<file path="config.mk">
export PLATFORM = sky130hd
export DESIGN_NAME = environment_threshold_alarm
export DESIGN_NICKNAME = d
export VERILOG_FILES = /design/src/design/eta_pkg.sv /design/src/design/environment_threshold_alarm.sv
export SDC_FILE = /design/constraint.sdc
export NUM_CORES = 1
export LEC_CHECK = 0
export BUFFER_PORTS_ARGS = -buffer_cell sky130_fd_sc_hd__buf_4
export CAP_MARGIN = 20
export CORE_MARGIN = 8
export CORE_UTILIZATION = 48
export DETAILED_ROUTE_END_ITERATION = 10
export GPL_ROUTABILITY_DRIVEN = 0
export MAX_ROUTING_LAYER = met4
export PLACE_DENSITY = 0.66
export SKIP_LAST_GASP = 1
export SLEW_MARGIN = 20
export SYNTH_ARGS = -nofsm -noshare
export SYNTH_HDL_FRONTEND = slang
export SYNTH_SLANG_ARGS = --single-unit
</file>
<file path="constraint.sdc">
create_clock -name aclk -period 7.6 [get_ports aclk]
set_input_delay 1.9 -clock aclk [delete_from_list [all_inputs] [get_ports aclk]]
set_output_delay 1.9 -clock aclk [all_outputs]
set_load 0.005 [all_outputs]
</file>
<file path="src/design/eta_pkg.sv">
// package for the environment threshold alarm
// item codes, register indexes, field types and reset values; no dependencies
`timescale 1ns / 1ps
`default_nettype none

package eta_pkg;

    // alarm codes
    localparam logic [1:0] ALM_CLEAR = 2'd0;
    localparam logic [1:0] ALM_LOW   = 2'd1;
    localparam logic [1:0] ALM_HIGH  = 2'd2;

    // device codes
    localparam logic [2:0] DEV_LED_TEMP  = 3'd0;
    localparam logic [2:0] DEV_LED_HUM   = 3'd1;
    localparam logic [2:0] DEV_LED_LIGHT = 3'd2;
    localparam logic [2:0] DEV_FAN       = 3'd3;
    localparam logic [2:0] DEV_BEEPER    = 3'd4;

    // action codes
    localparam logic [1:0] ACT_OFF  = 2'd0;
    localparam logic [1:0] ACT_ON   = 2'd1;
    localparam logic [1:0] ACT_FAN3 = 2'd2;

    // item kinds
    localparam logic KIND_CMD    = 1'b0;
    localparam logic KIND_STATUS = 1'b1;

    localparam logic [1:0] FAN_FULL = 2'd3;

    // register indexes (byte address 4 * index)
    localparam logic [2:0] REG_TEMP_MAX  = 3'd0;
    localparam logic [2:0] REG_TEMP_MIN  = 3'd1;
    localparam logic [2:0] REG_HUM_MAX   = 3'd2;
    localparam logic [2:0] REG_HUM_MIN   = 3'd3;
    localparam logic [2:0] REG_LIGHT_MAX = 3'd4;
    localparam logic [2:0] REG_LIGHT_MIN = 3'd5;

    localparam logic signed [14:0] TEMP_MAX_RST  = 15'sd3500;
    localparam logic signed [14:0] TEMP_MIN_RST  = 15'sd500;
    localparam logic [13:0]        HUM_MAX_RST   = 14'd8000;
    localparam logic [13:0]        HUM_MIN_RST   = 14'd2000;
    localparam logic [15:0]        LIGHT_MAX_RST = 16'd60000;
    localparam logic [15:0]        LIGHT_MIN_RST = 16'd100;

    // most commands one reading can emit, plus the status item
    localparam int MAX_CMDS  = 8;
    localparam int MAX_ITEMS = MAX_CMDS + 1;

    typedef struct packed {
        logic [2:0] device;
        logic [1:0] action;
    } cmd_t;

    typedef struct packed {
        logic [3:0]                cnt;
        cmd_t [MAX_CMDS-1:0]       cmds;
    } cmd_list_t;

    typedef struct packed {
        logic        kind;
        logic        last;
        logic [15:0] data;
    } out_item_t;

    function automatic cmd_list_t add_cmd(cmd_list_t l, logic [2:0] dev, logic [1:0] act);
        cmd_list_t r;
        r = l;
        if (l.cnt < 4'(MAX_CMDS)) begin
            r.cmds[l.cnt[2:0]] = '{device: dev, action: act};
            r.cnt = l.cnt + 4'd1;
        end
        return r;
    endfunction

endpackage

`default_nettype wire

</file>
<file path="src/design/environment_threshold_alarm.sv">
// environment threshold alarm: top level with apb register file and item logic
// depends on eta_pkg
`timescale 1ns / 1ps
`default_nettype none

// Usage
// s_axis carries one reading per item: tdata holds temperature, humidity and
// illumination. m_axis carries the items one reading causes: zero to eight
// device commands and then one status item, which alone has tlast set; tuser
// tells a status item (1) from a device command (0).
// The user must write the limits through the apb port only while the block is idle; the block does not enforce it.
// Flow: a reading is taken into the input register, evaluated there and loaded
// into the output buffer once the buffer is free; its items are then offered
// from entry 0 of the buffer. Items leave one per cycle from the output buffer
// while the receiver takes them; the next reading is accepted into the input
// register while the buffer still drains and is loaded as the last item is taken.
// When the receiver stalls, the buffer holds and the input register fills,
// then s_axis_tready falls until the buffer has drained.
// Reset (aresetn low, synchronous) clears all alarms, beeper, fan and light
// LED, empties both stages and restores the default limits.

module environment_threshold_alarm
    import eta_pkg::*;
(
    input  wire logic        aclk,
    input  wire logic        aresetn,
    // temp_reading [14:0], hum_reading [28:15], light_reading [44:29]
    input  wire logic [47:0] s_axis_tdata,
    input  wire logic        s_axis_tvalid,
    output logic             s_axis_tready,
    // device [2:0], action [4:3], fan_level [6:5], light_led_on [7],
    // temp_alarm [9:8], hum_alarm [11:10], light_alarm [13:12], beeper_on [14]
    output logic [15:0]      m_axis_tdata,
    // item_kind [0]
    output logic             m_axis_tuser,
    output logic             m_axis_tlast,
    output logic             m_axis_tvalid,
    input  wire logic        m_axis_tready,
    input  wire logic        psel,
    input  wire logic        penable,
    input  wire logic        pwrite,
    input  wire logic [4:0]  paddr,
    input  wire logic [31:0] pwdata,
    output logic [31:0]      prdata,
    output logic             pready
);

    // configuration
    logic signed [14:0] temp_max_reg, temp_min_reg;
    logic [13:0]        hum_max_reg, hum_min_reg;
    logic [15:0]        light_max_reg, light_min_reg;
    logic               cfg_wr;

    // input stage
    logic               in_valid_reg;
    logic signed [14:0] in_temp_reg;
    logic [13:0]        in_hum_reg;
    logic [15:0]        in_light_reg;

    // alarm state
    logic [1:0] temp_alarm_reg, hum_alarm_reg, light_alarm_reg;
    logic       beeper_reg;
    logic [1:0] fan_reg;
    logic       light_led_reg;

    logic [1:0] temp_alarm_next, hum_alarm_next, light_alarm_next;
    logic       beeper_next;
    logic [1:0] fan_next;
    logic       light_led_next;

    // output buffer, entry 0 is on the port
    out_item_t  buf_reg  [MAX_ITEMS];
    out_item_t  buf_next [MAX_ITEMS];
    logic [3:0] cnt_reg;

    logic       take;
    logic       load;
    cmd_list_t  list;
    logic [2:0] over_v, under_v, inside_v;

    // ---------------- apb ----------------
    assign pready = 1'b1;
    assign cfg_wr = psel & penable & pwrite & pready;

    always_ff @(posedge aclk) begin
        if (!aresetn) begin
            temp_max_reg  <= TEMP_MAX_RST;
            temp_min_reg  <= TEMP_MIN_RST;
            hum_max_reg   <= HUM_MAX_RST;
            hum_min_reg   <= HUM_MIN_RST;
            light_max_reg <= LIGHT_MAX_RST;
            light_min_reg <= LIGHT_MIN_RST;
        end else if (cfg_wr) begin
            case (paddr[4:2])
                REG_TEMP_MAX:  temp_max_reg  <= pwdata[14:0];
                REG_TEMP_MIN:  temp_min_reg  <= pwdata[14:0];
                REG_HUM_MAX:   hum_max_reg   <= pwdata[13:0];
                REG_HUM_MIN:   hum_min_reg   <= pwdata[13:0];
                REG_LIGHT_MAX: light_max_reg <= pwdata[15:0];
                REG_LIGHT_MIN: light_min_reg <= pwdata[15:0];
                default: ;
            endcase
        end
    end

    always_comb begin
        case (paddr[4:2])
            REG_TEMP_MAX:  prdata = 32'(temp_max_reg);
            REG_TEMP_MIN:  prdata = 32'(temp_min_reg);
            REG_HUM_MAX:   prdata = {18'd0, hum_max_reg};
            REG_HUM_MIN:   prdata = {18'd0, hum_min_reg};
            REG_LIGHT_MAX: prdata = {16'd0, light_max_reg};
            REG_LIGHT_MIN: prdata = {16'd0, light_min_reg};
            default:       prdata = 32'd0;
        endcase
    end

    // ---------------- handshakes ----------------
    assign m_axis_tvalid = (cnt_reg != 4'd0);
    assign take          = m_axis_tvalid & m_axis_tready;
    // buffer is free now or frees with this take
    assign load          = in_valid_reg & ((cnt_reg == 4'd0) | ((cnt_reg == 4'd1) & take));
    assign s_axis_tready = ~in_valid_reg | load;

    always_ff @(posedge aclk) begin
        if (!aresetn) begin
            in_valid_reg <= 1'b0;
        end else if (s_axis_tready) begin
            in_valid_reg <= s_axis_tvalid;
        end
    end

    always_ff @(posedge aclk) begin
        if (s_axis_tready & s_axis_tvalid) begin
            in_temp_reg  <= s_axis_tdata[14:0];
            in_hum_reg   <= s_axis_tdata[28:15];
            in_light_reg <= s_axis_tdata[44:29];
        end
    end

    // ---------------- evaluation ----------------
    always_comb begin
        over_v[0]   = in_temp_reg > temp_max_reg;
        under_v[0]  = in_temp_reg < temp_min_reg;
        inside_v[0] = (in_temp_reg < temp_max_reg) && (in_temp_reg > temp_min_reg);
        over_v[1]   = in_hum_reg > hum_max_reg;
        under_v[1]  = in_hum_reg < hum_min_reg;
        inside_v[1] = (in_hum_reg < hum_max_reg) && (in_hum_reg > hum_min_reg);
        over_v[2]   = in_light_reg > light_max_reg;
        under_v[2]  = in_light_reg < light_min_reg;
        inside_v[2] = (in_light_reg < light_max_reg) && (in_light_reg > light_min_reg);
    end

    always_comb begin
        logic [1:0] alm [3];
        logic [2:0] led_dev;
        alm[0]         = temp_alarm_reg;
        alm[1]         = hum_alarm_reg;
        alm[2]         = light_alarm_reg;
        beeper_next    = beeper_reg;
        fan_next       = fan_reg;
        light_led_next = light_led_reg;
        list           = '0;

        // temperature then humidity, both drive the fan
        for (int c = 0; c < 2; c++) begin
            led_dev = (c == 0) ? DEV_LED_TEMP : DEV_LED_HUM;
            if (alm[c] == ALM_CLEAR) begin
                if (over_v[c] || under_v[c]) begin
                    list = add_cmd(list, led_dev, ACT_ON);
                    if (over_v[c]) begin
                        list     = add_cmd(list, DEV_FAN, ACT_FAN3);
                        fan_next = FAN_FULL;
                        alm[c]   = ALM_HIGH;
                    end else begin
                        list     = add_cmd(list, DEV_FAN, ACT_OFF);
                        fan_next = 2'd0;
                        alm[c]   = ALM_LOW;
                    end
                    if (!beeper_next) begin
                        beeper_next = 1'b1;
                        list = add_cmd(list, led_dev, ACT_ON);
                        list = add_cmd(list, DEV_BEEPER, ACT_ON);
                    end
                end
            end else if (inside_v[c]) begin
                list     = add_cmd(list, led_dev, ACT_OFF);
                list     = add_cmd(list, DEV_FAN, ACT_OFF);
                fan_next = 2'd0;
                alm[c]   = ALM_CLEAR;
                if (alm[0] == ALM_CLEAR && alm[1] == ALM_CLEAR && alm[2] == ALM_CLEAR) begin
                    beeper_next = 1'b0;
                    list = add_cmd(list, DEV_BEEPER, ACT_OFF);
                end
            end
        end

        // illumination drives the light led flag
        if (alm[2] == ALM_CLEAR) begin
            if (over_v[2] || under_v[2]) begin
                list           = add_cmd(list, DEV_LED_LIGHT, ACT_ON);
                light_led_next = ~over_v[2];
                alm[2]         = over_v[2] ? ALM_HIGH : ALM_LOW;
                if (!beeper_next) begin
                    beeper_next = 1'b1;
                    list = add_cmd(list, DEV_LED_LIGHT, ACT_ON);
                    list = add_cmd(list, DEV_BEEPER, ACT_ON);
                end
            end
        end else if (inside_v[2]) begin
            list           = add_cmd(list, DEV_LED_LIGHT, ACT_OFF);
            light_led_next = 1'b0;
            alm[2]         = ALM_CLEAR;
            if (alm[0] == ALM_CLEAR && alm[1] == ALM_CLEAR) begin
                beeper_next = 1'b0;
                list = add_cmd(list, DEV_BEEPER, ACT_OFF);
            end
        end

        temp_alarm_next  = alm[0];
        hum_alarm_next   = alm[1];
        light_alarm_next = alm[2];
    end

    // command items first, then the status item
    always_comb begin
        for (int i = 0; i < MAX_ITEMS; i++) begin
            if (4'(i) < list.cnt) begin
                buf_next[i].kind = KIND_CMD;
                buf_next[i].last = 1'b0;
                buf_next[i].data = {11'd0, list.cmds[i % MAX_CMDS].action,
                                    list.cmds[i % MAX_CMDS].device};
            end else if (4'(i) == list.cnt) begin
                buf_next[i].kind = KIND_STATUS;
                buf_next[i].last = 1'b1;
                buf_next[i].data = {1'b0, beeper_next, light_alarm_next, hum_alarm_next,
                                    temp_alarm_next, light_led_next, fan_next,
                                    ACT_OFF, DEV_LED_TEMP};
            end else begin
                buf_next[i] = '0;
            end
        end
    end

    always_ff @(posedge aclk) begin
        if (!aresetn) begin
            temp_alarm_reg  <= ALM_CLEAR;
            hum_alarm_reg   <= ALM_CLEAR;
            light_alarm_reg <= ALM_CLEAR;
            beeper_reg      <= 1'b0;
            fan_reg         <= 2'd0;
            light_led_reg   <= 1'b0;
            cnt_reg         <= 4'd0;
        end else begin
            if (load) begin
                temp_alarm_reg  <= temp_alarm_next;
                hum_alarm_reg   <= hum_alarm_next;
                light_alarm_reg <= light_alarm_next;
                beeper_reg      <= beeper_next;
                fan_reg         <= fan_next;
                light_led_reg   <= light_led_next;
                cnt_reg         <= list.cnt + 4'd1;
            end else if (take) begin
                cnt_reg <= cnt_reg - 4'd1;
            end
        end
    end

    always_ff @(posedge aclk) begin
        if (load) begin
            for (int i = 0; i < MAX_ITEMS; i++) begin
                buf_reg[i] <= buf_next[i];
            end
        end else if (take) begin
            for (int i = 0; i < MAX_ITEMS - 1; i++) begin
                buf_reg[i] <= buf_reg[i+1];
            end
        end
    end

    assign m_axis_tdata = buf_reg[0].data;
    assign m_axis_tuser = buf_reg[0].kind;
    assign m_axis_tlast = buf_reg[0].last;

    // ---------------- checks ----------------
    a_last_is_status: assert property (@(posedge aclk) disable iff (!aresetn)
        m_axis_tvalid && m_axis_tlast |-> m_axis_tuser == KIND_STATUS)
        else $error("last item is not a status item");

    a_beeper_tracks_alarms: assert property (@(posedge aclk) disable iff (!aresetn)
        beeper_reg == ((temp_alarm_reg != ALM_CLEAR) || (hum_alarm_reg != ALM_CLEAR)
                       || (light_alarm_reg != ALM_CLEAR)))
        else $error("beeper disagrees with alarm state");

    a_fan_level: assert property (@(posedge aclk) disable iff (!aresetn)
        fan_reg == 2'd0 || fan_reg == FAN_FULL)
        else $error("fan level neither off nor full");

    a_buffer_count: assert property (@(posedge aclk) disable iff (!aresetn)
        cnt_reg <= 4'(MAX_ITEMS))
        else $error("output buffer count out of range");

endmodule

`default_nettype wire

</file>
==> run_results.csv <==
group,metric,value,unit
run_status,status,"complete, no violations",
clocking,cts_tree,"built",
timing,clock_skew,21.5,ps
timing,fin_crit,7180,ps
clocking,clk_pin_slew_worst_paths,60,ps
timing,max_freq,139,MHz
worst_setup_path,crit_path_end_kind,"register",
finish,diodes,0,
finish,syn_to_final_growth,13.3,%
yosys,ys_warn_count,0,
timing,min_period_over_period,94.5,%
route,antenna_left,0,
yosys,muxShareOfSynthArea,1.54,%
global_route,grt_max_degree,134,
die,die_area,42100,sq um
route,dr.pass1.iters,6,
finish,nFillCells,3202,
die,die_y,205,um
power_and_ir_drop,pwr_density_cell,398,nW/um^2
yosys,synth-simple-area-share,16.8,%
timing,rsz0062_at_grt,"false",
die,start_util,48.5,%
timing,hold_viol,0,
worst_setup_path,critical_path_arrival,7430,ps
die,ioPinCount,145,
yosys,synth_area_leaders,"edfxtp_1, dfxtp_1, ha_1",
clocking,clock_sinks,294,
die,placementRows,69,
yosys,synth.most_common_cell,"nand2_1",
yosys,synth_top_area_share,33.1,%
timing,setup_tns,0,ps
yosys,synth_seq_cells,294,
route,vias_per_cell,6.06,
yosys,synth_compound_area_share,21.9,%
yosys,yosys-top-cells-count,"nand2_1, edfxtp_1, o21ai_0",
die,fp.dieW,205,um
finish,multiInputGateArea,8360,sq um
global_route,grt_first_pass_wirelength,79400,um
worst_setup_path,crit_required,7850,ps
yosys,synthCells,1857,
route,route.detailed.drc,0,
yosys,synthArstFlopShare,0,%
power_and_ir_drop,finalPower,7.73,mW
worst_setup_path,cp-start-kind,"register",
route,wire_per_inst,21.0,um
route,wl,50500,um
finish,drive_gt1_share,12.8,%
clocking,cts_inserted_buffers,34,
timing,relSlewSlack,27.9,%
power_and_ir_drop,ir_worst_vdd,0.000252,V
worst_hold_path,hp-class,"reg2reg",
yosys,yosys.area_share.adder,7.66,%
yosys,synth_area_per_cell,9.24,sq um
yosys,synth_edf_count,189,
finish,final_util,54.9,%
clocking,cts.path.max_buffers,3,
placed_design,detailedPlace.worstSlack,614,ps
worst_setup_path,path_class,"reg2reg",
timing,setup_viol,0,
power_and_ir_drop,p_leak,7.52,nW
timing,worst_pin_slew,1080,ps
worst_setup_path,crit_path_max_fanout,16,
yosys,synth_flop_cell,"edfxtp_1",
timing,maxSlewViolCount,0,
yosys,ys_seq_area_share,45.3,%
yosys,synth_area_leader_cell,"edfxtp_1",
placed_design,hpwl,36400,um
yosys,syn_area,17200,sq um
die,fp.coreArea,35400,sq um
timing,final.setup.worst_slack,419,ps
finish,fin_nets,2114,
yosys,yosys.area_share.xor_xnor,0.408,%
run,cap_violations,0,
timing,hold_slack,465,ps
global_route,antenna_found_initial,0,
clocking,root_buffer,"clkbuf_16",
route,drtIter0Drc,1584,
finish,largest_reg_flops,144,
global_route,grt_pass1_vias,14400,
yosys,synthDistinctLibCells,90,
route,vias,14600,
clocking,clk_latency,530,ps
finish,seq_area,7780,sq um
placed_design,io_buffers,121,
global_route,gr-usage-all-layers,24.4,%
clocking,cts-htree-levels,2,
yosys,synth_top_family_by_area,"compound AO/OA/AOI/OAI gates",
global_route,overflow,0,
through the flow:
| stage | std cells | area (sq um) |
|---|---|---|
| final | 2403 | 19400 |
| after global routing | 2403 | 19400 |
| after CTS | 2403 | 19400 |
| after detailed placement | 2342 | 18300 |
| after global placement | 2342 | 18300 |
| after floorplan | 1858 | 17200 |
logic make-up after synthesis:
| group | Yosys count |
|---|---|
| AO/OA/AOI/OAI | 538 |
| other | 2 |
| multiplexers | 25 |
| adder cells (fa/ha/maj) | 105 |
| XOR/XNOR | 8 |
| buffers and inverters | 248 |
| AND/OR/NAND/NOR | 637 |
| flip-flops | 294 |
metal layers:
metal  GRT usage (%)  share of wire, %  vias up
met2            39.8                48      662
met1            30.1                41     6915
met3            4.16               7.8      122
met5               -                 0        -
li1                -                 -     6870
met4            8.83               3.6        0
path summary, 6_finish.rpt:
kind | from | to | slack (ps) | cells after the start
setup / recovery | in_temp_reg[14] | buf_reg[0][91] | 420 | 22
hold / removal | temp_min_reg[1] | temp_min_reg[1] | 460 | 2
setup reg to reg | in_temp_reg[14] | buf_reg[0][91] | 420 | 22
hold reg to reg | temp_min_reg[1] | temp_min_reg[1] | 460 | 2
cells in the final DEF, fill, tap and decap left out, drive strengths merged, types with 19 or more instances in the layout:
cell / count
nor2: 96
nand2: 339
clkbuf: 47
a211oi: 20
dfxtp: 105
nor3: 39
o211ai: 45
a21oi: 81
inv: 113
a22o: 21
ha: 105
mux2i: 23
o21a: 20
a21boi: 59
o22ai: 19
nand3: 35
buf: 156
nand4: 23
edfxtp: 189
o21ai: 126
cell type report:
class                           instances  area share, %
Multi-Input combinational cell       1316           43.0
Sequential cell                       294           40.0
Timing Repair Buffer                  156           6.02
Clock buffer                           47           5.11
Tap cell                              461           2.97
Inverter                              115           2.22
Clock inverter                         14          0.701
critical path: stages (launching register included):
cell and delay [ps]:
edfxtp_1 420, ha_1 370, nand4_1 190, or4b_1 560, o211ai_1 160, o211a_4 260, a21oi_1 140, nor2_1 310
inv_1 250, ha_1 370, a211oi_1 250, a211o_1 370, inv_2 230, ha_1 350, inv_1 120, nor4_1 420
nor2_1 170, xnor2_1 290, o211ai_1 170, a32o_1 460, buf_4 300, a211oi_2 590, nor3_1 130
what timing repair did:
item,CTS,global route
hold buffers,0,0
setup endpoints to repair,0,5
gates resized for setup,0,1
setup buffers,0,0
report_power, final:
| group | total, mW | switching (mW) | internal (mW) |
|---|---|---|---|
| clock network | 1.65 | 0.663 | 0.987 |
| registers | 2.55 | 0.146 | 2.40 |
| logic | 3.53 | 2.42 | 1.12 |
| total | 7.73 | 3.23 | 4.50 |
Power figures use the tool's default switching activity.
